`src/design/rcpwm_pkg.sv`:
```
`timescale 1ns / 1ps

package rcpwm_pkg;

	localparam int CFG_IDX_BITS  = 3;
	localparam int CFG_DATA_BITS = 16;
	localparam int BOUND_BITS    = 16;

	typedef enum logic [CFG_IDX_BITS-1:0] {
		REG_MODE       = 3'd0,
		REG_IN_LOW     = 3'd1,
		REG_IN_HIGH    = 3'd2,
		REG_OUT_MIN    = 3'd3,
		REG_OUT_MAX    = 3'd4,
		REG_DEAD_LOW   = 3'd5,
		REG_DEAD_HIGH  = 3'd6,
		REG_DEAD_VALUE = 3'd7
	} cfg_idx_t;

	localparam logic [1:0]            MODE_RESET    = 2'd0;
	localparam logic [BOUND_BITS-1:0] IN_LOW_RESET  = 16'd1000;
	localparam logic [BOUND_BITS-1:0] IN_HIGH_RESET = 16'd2000;
	localparam logic [BOUND_BITS-1:0] OUT_MIN_RESET = 16'd0;
	localparam logic [BOUND_BITS-1:0] OUT_MAX_RESET = 16'd255;
	localparam logic [BOUND_BITS-1:0] DEAD_RESET    = 16'd0;

	localparam int MODE_MAP_BIT  = 0;
	localparam int MODE_DEAD_BIT = 1;

	typedef struct packed {
		logic [1:0]                   mode;
		logic [BOUND_BITS-1:0]        in_low;
		logic [BOUND_BITS-1:0]        in_high;
		logic signed [BOUND_BITS-1:0] out_min;
		logic signed [BOUND_BITS-1:0] out_max;
		logic signed [BOUND_BITS-1:0] dead_low;
		logic signed [BOUND_BITS-1:0] dead_high;
		logic signed [BOUND_BITS-1:0] dead_value;
	} cfg_regs_t;

	typedef enum logic [2:0] {
		ST_IDLE  = 3'd0,
		ST_MUL   = 3'd1,
		ST_SETUP = 3'd2,
		ST_DIV   = 3'd3,
		ST_FIX   = 3'd4,
		ST_DONE  = 3'd5
	} state_t;

	typedef struct packed {
		logic capture_rise;
		logic capture_fall;
		logic mul;
		logic setup;
		logic step;
		logic fix;
		logic out_load;
	} cmd_t;

	typedef struct packed {
		logic map_en;
		logic div_done;
		logic out_free;
	} status_t;

endpackage

```
`src/design/rcpwm_ifs.sv`:
```
`timescale 1ns / 1ps

interface rcpwm_edge_if #(
	parameter int TIMESTAMP_BITS = 32
);
	logic                      valid;
	logic                      ready;
	logic                      pin_level;
	logic [TIMESTAMP_BITS-1:0] timestamp_us;

	modport source (output valid, output pin_level, output timestamp_us, input ready);
	modport sink (input valid, input pin_level, input timestamp_us, output ready);
endinterface

interface rcpwm_result_if #(
	parameter int WIDTH_BITS = 16,
	parameter int VALUE_BITS = 17
);
	logic                         valid;
	logic                         ready;
	logic signed [VALUE_BITS-1:0] value;
	logic [WIDTH_BITS-1:0]        pulse_width;
	logic                         width_saturated;

	modport source (output valid, output value, output pulse_width, output width_saturated,
		input ready);
	modport sink (input valid, input value, input pulse_width, input width_saturated,
		output ready);
endinterface

interface rcpwm_cfg_if;
	logic                                  valid;
	logic                                  ready;
	logic [rcpwm_pkg::CFG_IDX_BITS-1:0]    index;
	logic [rcpwm_pkg::CFG_DATA_BITS-1:0]   data;

	modport source (output valid, output index, output data, input ready);
	modport sink (input valid, input index, input data, output ready);
endinterface

```
`src/design/rcpwm_cfg.sv`:
```
`timescale 1ns / 1ps

module rcpwm_cfg (
	input  logic                  clk,
	input  logic                  arst_n,
	rcpwm_cfg_if.sink             cfg,
	output rcpwm_pkg::cfg_regs_t  regs
);

	rcpwm_pkg::cfg_regs_t regs_q;

	assign cfg.ready = 1'b1;
	assign regs      = regs_q;

	always_ff @(posedge clk or negedge arst_n) begin
		if (!arst_n) begin
			regs_q.mode       <= rcpwm_pkg::MODE_RESET;
			regs_q.in_low     <= rcpwm_pkg::IN_LOW_RESET;
			regs_q.in_high    <= rcpwm_pkg::IN_HIGH_RESET;
			regs_q.out_min    <= rcpwm_pkg::OUT_MIN_RESET;
			regs_q.out_max    <= rcpwm_pkg::OUT_MAX_RESET;
			regs_q.dead_low   <= rcpwm_pkg::DEAD_RESET;
			regs_q.dead_high  <= rcpwm_pkg::DEAD_RESET;
			regs_q.dead_value <= rcpwm_pkg::DEAD_RESET;
		end else if (cfg.valid) begin
			case (rcpwm_pkg::cfg_idx_t'(cfg.index))
				rcpwm_pkg::REG_MODE:       regs_q.mode       <= cfg.data[1:0];
				rcpwm_pkg::REG_IN_LOW:     regs_q.in_low     <= cfg.data;
				rcpwm_pkg::REG_IN_HIGH:    regs_q.in_high    <= cfg.data;
				rcpwm_pkg::REG_OUT_MIN:    regs_q.out_min    <= cfg.data;
				rcpwm_pkg::REG_OUT_MAX:    regs_q.out_max    <= cfg.data;
				rcpwm_pkg::REG_DEAD_LOW:   regs_q.dead_low   <= cfg.data;
				rcpwm_pkg::REG_DEAD_HIGH:  regs_q.dead_high  <= cfg.data;
				rcpwm_pkg::REG_DEAD_VALUE: regs_q.dead_value <= cfg.data;
				default: ;
			endcase
		end
	end

endmodule

```
`src/design/rcpwm_ctrl.sv`:
```
`timescale 1ns / 1ps

module rcpwm_ctrl (
	input  logic                 clk,
	input  logic                 arst_n,
	input  logic                 in_valid,
	input  logic                 in_pin_level,
	output logic                 in_ready,
	input  rcpwm_pkg::status_t   status,
	output rcpwm_pkg::cmd_t      cmd
);

	rcpwm_pkg::state_t state_q;
	rcpwm_pkg::state_t state_d;

	always_ff @(posedge clk or negedge arst_n) begin
		if (!arst_n) begin
			state_q <= rcpwm_pkg::ST_IDLE;
		end else begin
			state_q <= state_d;
		end
	end

	always_comb begin
		state_d  = state_q;
		cmd      = '0;
		in_ready = 1'b0;
		case (state_q)
			rcpwm_pkg::ST_IDLE: begin
				in_ready = 1'b1;
				if (in_valid) begin
					if (in_pin_level) begin
						cmd.capture_rise = 1'b1;
					end else begin
						cmd.capture_fall = 1'b1;
						state_d = status.map_en ? rcpwm_pkg::ST_MUL : rcpwm_pkg::ST_DONE;
					end
				end
			end
			rcpwm_pkg::ST_MUL: begin
				cmd.mul = 1'b1;
				state_d = rcpwm_pkg::ST_SETUP;
			end
			rcpwm_pkg::ST_SETUP: begin
				cmd.setup = 1'b1;
				state_d = rcpwm_pkg::ST_DIV;
			end
			rcpwm_pkg::ST_DIV: begin
				if (status.div_done) begin
					state_d = rcpwm_pkg::ST_FIX;
				end else begin
					cmd.step = 1'b1;
				end
			end
			rcpwm_pkg::ST_FIX: begin
				cmd.fix = 1'b1;
				state_d = rcpwm_pkg::ST_DONE;
			end
			rcpwm_pkg::ST_DONE: begin
				if (status.out_free) begin
					cmd.out_load = 1'b1;
					state_d = rcpwm_pkg::ST_IDLE;
				end
			end
			default: begin
				state_d = rcpwm_pkg::ST_IDLE;
			end
		endcase
	end

endmodule

```
`src/design/rcpwm_dp.sv`:
```
`timescale 1ns / 1ps

module rcpwm_dp #(
	parameter int TIMESTAMP_BITS = 32,
	parameter int WIDTH_BITS     = 16,
	parameter int VALUE_BITS     = 17
) (
	input  logic                       clk,
	input  logic                       arst_n,
	input  logic [TIMESTAMP_BITS-1:0]  timestamp_us,
	input  rcpwm_pkg::cfg_regs_t       regs,
	input  rcpwm_pkg::cmd_t            cmd,
	output rcpwm_pkg::status_t         status,
	rcpwm_result_if.source             results
);

	localparam int BB  = rcpwm_pkg::BOUND_BITS;
	localparam int AW  = ((WIDTH_BITS > BB) ? WIDTH_BITS : BB) + 1;
	localparam int SW  = BB + 1;
	localparam int PW  = AW + SW;
	localparam int RW  = PW + 2;
	localparam int CW  = $clog2(PW + 1);

	logic [TIMESTAMP_BITS-1:0] rise_q;
	logic [WIDTH_BITS-1:0]     width_q;
	logic                      sat_q;
	logic [TIMESTAMP_BITS-1:0] diff;
	logic [WIDTH_BITS-1:0]     width_d;
	logic                      sat_d;

	logic signed [AW-1:0]      offset;
	logic signed [SW-1:0]      span;
	logic signed [SW-1:0]      den;
	logic                      den_zero;
	logic signed [PW-1:0]      prod_q;

	logic [PW-1:0]             quo_q;
	logic [BB-1:0]             rem_q;
	logic [BB-1:0]             dmag_q;
	logic                      neg_q;
	logic [CW-1:0]             cnt_q;
	logic [BB:0]               shifted;
	logic                      ge;

	logic signed [RW-1:0]      qsig;
	logic signed [RW-1:0]      sum;
	logic signed [BB-1:0]      clamped;
	logic signed [BB-1:0]      res_d;
	logic signed [BB-1:0]      res_q;

	logic                         out_valid_q;
	logic signed [VALUE_BITS-1:0] out_value_q;
	logic [WIDTH_BITS-1:0]        out_width_q;
	logic                         out_sat_q;

	assign diff = timestamp_us - rise_q;

	generate
		if (TIMESTAMP_BITS > WIDTH_BITS) begin : g_sat
			assign sat_d   = |diff[TIMESTAMP_BITS-1:WIDTH_BITS];
			assign width_d = sat_d ? '1 : diff[WIDTH_BITS-1:0];
		end else begin : g_nosat
			assign sat_d   = 1'b0;
			assign width_d = WIDTH_BITS'(diff);
		end
	endgenerate

	always_ff @(posedge clk or negedge arst_n) begin
		if (!arst_n) begin
			rise_q  <= '0;
			width_q <= '0;
			sat_q   <= 1'b0;
		end else if (cmd.capture_rise) begin
			rise_q <= timestamp_us;
		end else if (cmd.capture_fall) begin
			width_q <= width_d;
			sat_q   <= sat_d;
		end
	end

	assign offset   = $signed({1'b0, (AW-1)'(width_q)}) - $signed({1'b0, (AW-1)'(regs.in_low)});
	assign span     = SW'(regs.out_max) - SW'(regs.out_min);
	assign den      = $signed({1'b0, regs.in_high}) - $signed({1'b0, regs.in_low});
	assign den_zero = (regs.in_high == regs.in_low);

	always_ff @(posedge clk) begin
		if (cmd.mul) begin
			prod_q <= PW'(offset) * PW'(span);
		end
	end

	assign shifted = {rem_q, quo_q[PW-1]};
	assign ge      = (shifted >= {1'b0, dmag_q});

	always_ff @(posedge clk) begin
		if (cmd.setup) begin
			quo_q  <= prod_q[PW-1] ? PW'(-prod_q) : PW'(prod_q);
			dmag_q <= den[SW-1] ? BB'(-den) : BB'(den);
			neg_q  <= prod_q[PW-1] ^ den[SW-1];
			rem_q  <= '0;
		end else if (cmd.step) begin
			quo_q <= {quo_q[PW-2:0], ge};
			rem_q <= ge ? BB'(shifted - {1'b0, dmag_q}) : shifted[BB-1:0];
		end
	end

	always_ff @(posedge clk or negedge arst_n) begin
		if (!arst_n) begin
			cnt_q <= '0;
		end else if (cmd.setup) begin
			cnt_q <= CW'(PW);
		end else if (cmd.step) begin
			cnt_q <= cnt_q - 1'b1;
		end
	end

	always_comb begin
		if (den_zero) begin
			qsig = '0;
		end else if (neg_q) begin
			qsig = -$signed({2'b00, quo_q});
		end else begin
			qsig = $signed({2'b00, quo_q});
		end
		sum = qsig + RW'(regs.out_min);
		if (sum < RW'(regs.out_min)) begin
			clamped = regs.out_min;
		end else if (sum > RW'(regs.out_max)) begin
			clamped = regs.out_max;
		end else begin
			clamped = sum[BB-1:0];
		end
		if (regs.mode[rcpwm_pkg::MODE_DEAD_BIT] && clamped > regs.dead_low
				&& clamped < regs.dead_high) begin
			res_d = regs.dead_value;
		end else begin
			res_d = clamped;
		end
	end

	always_ff @(posedge clk) begin
		if (cmd.fix) begin
			res_q <= res_d;
		end
	end

	always_ff @(posedge clk or negedge arst_n) begin
		if (!arst_n) begin
			out_valid_q <= 1'b0;
		end else if (cmd.out_load) begin
			out_valid_q <= 1'b1;
		end else if (results.ready) begin
			out_valid_q <= 1'b0;
		end
	end

	always_ff @(posedge clk) begin
		if (cmd.out_load) begin
			out_width_q <= width_q;
			out_sat_q   <= sat_q;
			if (regs.mode[rcpwm_pkg::MODE_MAP_BIT]) begin
				out_value_q <= VALUE_BITS'(res_q);
			end else begin
				out_value_q <= $signed({1'b0, (VALUE_BITS-1)'(width_q)});
			end
		end
	end

	assign results.valid           = out_valid_q;
	assign results.value           = out_value_q;
	assign results.pulse_width     = out_width_q;
	assign results.width_saturated = out_sat_q;

	assign status.map_en   = regs.mode[rcpwm_pkg::MODE_MAP_BIT];
	assign status.div_done = (cnt_q == '0);
	assign status.out_free = !out_valid_q || results.ready;

endmodule

```
`src/design/rc_pulse_width_mapper_top.sv`:
```
// RC pulse-width mapper.
// edges: one item per pin edge (pin_level, timestamp_us). A rising edge stores
// its timestamp and yields no result; a falling edge yields one item on results
// with the saturated high time, a saturation flag and the value (mapped, or raw width).
// cfg: register writes (index, data), always ready; write only while idle.
// Rising edge: edges.ready stays high after it is accepted.
// Falling edge, mapping off: the block goes straight to its done state and loads
// the result once the output register is free; then the next edge can be taken.
// Falling edge, mapping on: the block steps through its multiply, setup, divide,
// fix and done states in that order; the divide state forms a P-bit quotient, where
// P = max(WIDTH_BITS, 16) + 18 is the bit count of the restoring divider that
// runs one quotient bit per cycle (P = 34 at defaults).
// edges.ready is low from a falling edge until its result is in the output
// register; one item is in work at a time.
// A result waits in the output register while results.ready is low; the
// next edge is still taken, and a further result stalls until the register
// frees.
// Reset clears the stored rise time to zero, restores register defaults and
// drops any pending result.
`timescale 1ns / 1ps

module rc_pulse_width_mapper_top #(
	parameter int TIMESTAMP_BITS = 32,
	parameter int WIDTH_BITS     = 16
) (
	input  logic           clk,
	input  logic           arst_n,
	rcpwm_edge_if.sink     edges,
	rcpwm_result_if.source results,
	rcpwm_cfg_if.sink      cfg
);

	localparam int VALUE_BITS = (WIDTH_BITS + 1 > 17) ? WIDTH_BITS + 1 : 17;

	rcpwm_pkg::cfg_regs_t regs;
	rcpwm_pkg::cmd_t      cmd;
	rcpwm_pkg::status_t   status;

	rcpwm_cfg u_cfg (
		.clk    (clk),
		.arst_n (arst_n),
		.cfg    (cfg),
		.regs   (regs)
	);

	rcpwm_ctrl u_ctrl (
		.clk          (clk),
		.arst_n       (arst_n),
		.in_valid     (edges.valid),
		.in_pin_level (edges.pin_level),
		.in_ready     (edges.ready),
		.status       (status),
		.cmd          (cmd)
	);

	rcpwm_dp #(
		.TIMESTAMP_BITS (TIMESTAMP_BITS),
		.WIDTH_BITS     (WIDTH_BITS),
		.VALUE_BITS     (VALUE_BITS)
	) u_dp (
		.clk          (clk),
		.arst_n       (arst_n),
		.timestamp_us (edges.timestamp_us),
		.regs         (regs),
		.cmd          (cmd),
		.status       (status),
		.results      (results)
	);

endmodule

```
`src/flat_wrapper.sv`:
```
// flat-port wrapper written by rule: the top's interface ports become plain ports
module rc_pulse_width_mapper_top_flat 
#(
	parameter int TIMESTAMP_BITS = 32,
	parameter int WIDTH_BITS     = 16
)
  (clk, arst_n, edges_valid, edges_pin_level, edges_timestamp_us, edges_ready, results_valid, results_value, results_pulse_width, results_width_saturated, results_ready, cfg_valid, cfg_index, cfg_data, cfg_ready);
  rcpwm_edge_if #(.TIMESTAMP_BITS(TIMESTAMP_BITS)) edges_i ();
  rcpwm_result_if #(.WIDTH_BITS(WIDTH_BITS)) results_i ();
  rcpwm_cfg_if cfg_i ();
  input  logic clk;
  input  logic arst_n;
  input wire logic [$bits(edges_i.valid)-1:0] edges_valid;
  input wire logic [$bits(edges_i.pin_level)-1:0] edges_pin_level;
  input wire logic [$bits(edges_i.timestamp_us)-1:0] edges_timestamp_us;
  output wire logic [$bits(edges_i.ready)-1:0] edges_ready;
  output wire logic [$bits(results_i.valid)-1:0] results_valid;
  output wire logic [$bits(results_i.value)-1:0] results_value;
  output wire logic [$bits(results_i.pulse_width)-1:0] results_pulse_width;
  output wire logic [$bits(results_i.width_saturated)-1:0] results_width_saturated;
  input wire logic [$bits(results_i.ready)-1:0] results_ready;
  input wire logic [$bits(cfg_i.valid)-1:0] cfg_valid;
  input wire logic [$bits(cfg_i.index)-1:0] cfg_index;
  input wire logic [$bits(cfg_i.data)-1:0] cfg_data;
  output wire logic [$bits(cfg_i.ready)-1:0] cfg_ready;
  assign edges_i.valid = edges_valid;
  assign edges_i.pin_level = edges_pin_level;
  assign edges_i.timestamp_us = edges_timestamp_us;
  assign edges_ready = edges_i.ready;
  assign results_valid = results_i.valid;
  assign results_value = results_i.value;
  assign results_pulse_width = results_i.pulse_width;
  assign results_width_saturated = results_i.width_saturated;
  assign results_i.ready = results_ready;
  assign cfg_i.valid = cfg_valid;
  assign cfg_i.index = cfg_index;
  assign cfg_i.data = cfg_data;
  assign cfg_ready = cfg_i.ready;
  rc_pulse_width_mapper_top #(.TIMESTAMP_BITS(TIMESTAMP_BITS), .WIDTH_BITS(WIDTH_BITS)) u_core (.clk(clk), .arst_n(arst_n), .edges(edges_i), .results(results_i), .cfg(cfg_i));
endmodule
```
`config.mk`:
```
export PLATFORM = sky130hd
export DESIGN_NAME = rc_pulse_width_mapper_top_flat
export DESIGN_NICKNAME = d
export VERILOG_FILES = /design/src/design/rcpwm_pkg.sv /design/src/design/rcpwm_ifs.sv /design/src/design/rcpwm_cfg.sv /design/src/design/rcpwm_ctrl.sv /design/src/design/rcpwm_dp.sv /design/src/design/rc_pulse_width_mapper_top.sv /design/src/flat_wrapper.sv
export SDC_FILE = /design/constraint.sdc
export NUM_CORES = 2
export LEC_CHECK = 0
export ABC_CLOCK_PERIOD_IN_PS = 11800
export BUFFER_PORTS_ARGS = -buffer_cell sky130_fd_sc_hd__clkbuf_2
export CAP_MARGIN = 20
export CORE_ASPECT_RATIO = 2
export CORE_MARGIN = 1
export CORE_UTILIZATION = 52
export CTS_BUF_LIST = sky130_fd_sc_hd__clkbuf_8 sky130_fd_sc_hd__clkbuf_16
export DETAILED_ROUTE_END_ITERATION = 8
export PLACE_DENSITY = 0.68
export RECOVER_POWER = 25
export SLEW_MARGIN = 20
export SYNTH_ARGS = -nofsm -noshare
export SYNTH_HDL_FRONTEND = slang
export SYNTH_SLANG_ARGS = --single-unit
export TNS_END_PERCENT = 50
```
`constraint.sdc`:
```
create_clock -name clk -period 11.8 [get_ports clk]
set_input_delay 1.18 -clock clk [delete_from_list [all_inputs] [get_ports clk]]
set_output_delay 1.18 -clock clk [all_outputs]
set_load 0.01 [all_outputs]
```
==> impl_metrics.ini <==
[status]
status = finished, violations left
violations = capacitance limit, slew limit

[critical_path]
cpLargestDelayFamily = compound AO/OA/AOI/OAI gates
rr_endpoint = u_core.u_dp.res_q[7]
critical_path_cell_count = 37
cp_data_arrival_time_ns = 10.89
slowest_delay_ns = 0.62
path_buf_inv = 2
crit_type = register to register
crit_path_frequent_cell = a21oi_1
startpoint_type = register
crit_slowest_cell = or4b_2
cp-endpoint = u_core.u_dp.res_q[7]
crit_start = u_core.u_cfg.regs[103]
crit_required_ns = 12.10
crit_fanout = 32
r2r_slack_ns = 1.21
rr_worst_depth = 37
endpoint_kind = register
reg2reg_from = u_core.u_cfg.regs[103]

[routing]
routedWlPerCell_um = 21.2
num_vias = 25814
drt-vias-per-instance = 5.82
drt-pass1-iter-count = 5
drt.antenna.violating_nets = 0
drc = 0
wl_um = 94100
first_iter_violations = 1281

[timing]
relSlewSlack_pct = -151
setup_tns_ns = 0
layout_min_cycle_time_ns = 10.59
worst_pin_slew_ns = 3.77
fin_ws_ns = 1.21
period_share_pct = 89.8
finalHoldViolCount = 0
clock.fmax_ghz = 0.0944
skew_ns = 0.0280
slew_violations = 213
rsz0062_at_grt = false
setup_viol = 0

[finish]
fin_cells = 4436
final_layout_size_suffix_gt1_share_pct = 10.3
diodes = 0
area_growth_pct = 7.73
nNetsFinal = 4298

[yosys]
yosys.area.top_type = fa_1
synth-seq-cells = 324
synth-edff-count = 135
yosysTopAreaCellShare_pct = 18.2
syn_nets = 4223
ys_seq_area_share_pct = 26.2
synth_area_per_cell_um2 = 9.40
synthesis.area_um2 = 33300
async_flop_share_pct = 53.4
ys.flop_type = dfrtp_1
yosysWarningCount = 0
synthTopCellsByArea = fa_1 (18%), edfxtp_1 (12%), ha_1 (12%)
synth_cell_type_count = 87
synthCells = 3543

[floorplanning]
io-pin-count = 94
die_w_um = 181
core_um2 = 63100
rows = 130
die_area_um2 = 65100
die_height_um = 360
initial_core_util_pct = 52.8

[run]
maxCapViolations = 4

[global_route]
grt_pass1_wl_um = 146000
grt_max_degree = 69
gr-total-overflow = 0
grtUsageTotal_pct = 29.5
grt_pass1_vias = 26913
antenna_found_initial = 0

[placement]
portBuffers = 92
dp_hpwl_um = 76600
gp_congestion = 0.944
dp_cells = 4371
place_ws_ns = 1.30

[clocking]
cts_tree = built
cts_resized = 0
cts.sinks = 324
post_cts_buffers = 0
cts_buffers = 35
clkLatencyLatePin_ns = 0.57
postCtsHoldBufs = 0
htree_levels = 2
clock-root-buffer = clkbuf_16
path_clk_slew_ns = 0.06
cts_max_path_buffers = 3

[hold_path]
hp-class = register to register
min_path_cells = 2
per-layer routing:
metal | global-route usage (%) | up-vias | routed length (µm)
met2 | 55.7 | 659 | 50600
met3 | 3.05 | 359 | 3350
li1 | - | 12112 | -
met1 | 28.4 | 12684 | 31000
met4 | 24.9 | 0 | 9110
met5 | 0 | - | 0
final cells by class:
class	instances	area, µm²
repair buffers	142	828
multi-input cells	2651	22500
inverters	464	1740
clock inverters	27	213
clock buffers	36	890
well taps	792	991
flip-flops and latches	324	8730
fillers	5756	27200
cells in the mapped netlist (7+ instances only):
| cell type | number |
|---|---|
| edfxtp_1 | 135 |
| nand2_1 | 385 |
| a21boi_0 | 9 |
| o2111ai_1 | 7 |
| or4_1 | 11 |
| o211ai_1 | 14 |
| a211o_1 | 7 |
| xnor2_1 | 123 |
| o21a_1 | 27 |
| a31oi_1 | 15 |
| and4_1 | 8 |
| a211oi_1 | 11 |
| nand3b_1 | 7 |
| or2_2 | 11 |
| a21oi_1 | 184 |
| nor3_1 | 38 |
| dfxtp_1 | 16 |
| nor4_1 | 18 |
| mux2i_1 | 22 |
| or3_1 | 14 |
| and2_1 | 40 |
| o41ai_1 | 13 |
| nand2b_1 | 30 |
| nand3_1 | 35 |
| dfstp_2 | 20 |
| a21o_1 | 59 |
| o21bai_1 | 15 |
| dfrtp_1 | 153 |
| o22ai_1 | 7 |
| and3_1 | 16 |
| o21ai_0 | 201 |
| xor2_1 | 110 |
| clkbuf_1 | 95 |
| ha_1 | 320 |
| o31ai_1 | 31 |
| nor2b_1 | 39 |
| nor2_1 | 280 |
| nand4_1 | 29 |
| inv_1 | 463 |
| fa_1 | 303 |
| mux2_2 | 115 |
cell families (layout without fill, tap and decap cells):
kind of cell | count (synthesis) | in the layout | share of synthesized area, %
DFF | 324 | 324 | 26.2
xor gates and xnor gates | 233 | 233 | 6.13
muxes | 137 | 137 | 4.55
adders and majority gates | 623 | 623 | 30.2
and+or+nand+nor | 987 | 987 | 13.7
AOI/OAI and AO/OA | 670 | 670 | 12.7
other | 1 | 1 | 0.0113
buffers and inverters | 568 | 669 | 6.46
per-stage QoR:
stage / util [%] / cell area, µm² / hold WS [ns]
after floorplan: - / 33300 / 0.426
after global placement: 55.1 / 34800 / 0.446
after detailed placement: 55.1 / 34800 / 0.451
after CTS: 56.9 / 35900 / 0.464
after global routing: 56.8 / 35900 / 0.502
final: 56.8 / 35900 / 0.461
sequential cells by signal, indices dropped and copies added, names as in the netlist, 6 cells and up:
signal / count
u_core.u_dp.results.value: 17
u_core.u_dp.cnt_q: 6
u_core.u_dp.prod_q: 34
u_core.u_dp.rem_q: 16
u_core.u_dp.dmag_q: 16
u_core.u_cfg.regs: 114
u_core.u_dp.results.pulse_width: 16
u_core.u_dp.width_q: 16
u_core.u_dp.quo_q: 34
u_core.u_dp.res_q: 16
u_core.u_dp.rise_q: 32
how the worst min path moves through the flow:
stage | startpoint | endpoint | slack (ns)
6_report | u_core.u_dp.rem_q[15] | u_core.u_dp.rem_q[15] | 0.46
5_1_grt | u_core.u_dp.rem_q[15] | u_core.u_dp.rem_q[15] | 0.50
4_1_cts | u_core.u_dp.rem_q[15] | u_core.u_dp.rem_q[15] | 0.46
3_5_place_dp | u_core.u_dp.rem_q[15] | u_core.u_dp.rem_q[15] | 0.45
3_3_place_gp | u_core.u_dp.rem_q[15] | u_core.u_dp.rem_q[15] | 0.45
2_1_floorplan | u_core.u_dp.rem_q[15] | u_core.u_dp.rem_q[15] | 0.43
worst min-delay path, cell delays in order (launching register included):
cell     delay [ns]
dfxtp_1        0.31
nand2_1        0.05
o31ai_1        0.05
cells in the final DEF, fill, tap and decap left out, types with 31 or more instances in the layout:
cell type	n
ha_1	320
fa_1	303
nor3_1	38
clkbuf_16	35
inv_1	464
dfrtp_1	153
nor2b_1	38
clkbuf_2	89
xor2_1	109
nand2_1	385
and2_1	38
xnor2_1	122
mux2_2	115
buf_4	41
nor2_1	279
a21oi_1	184
o21ai_0	201
o31ai_1	31
edfxtp_1	135
nand3_1	35
a21o_1	59
Power is not shown: default switching activity piles up to over one toggle a cycle in this logic, so the estimate is an artifact.
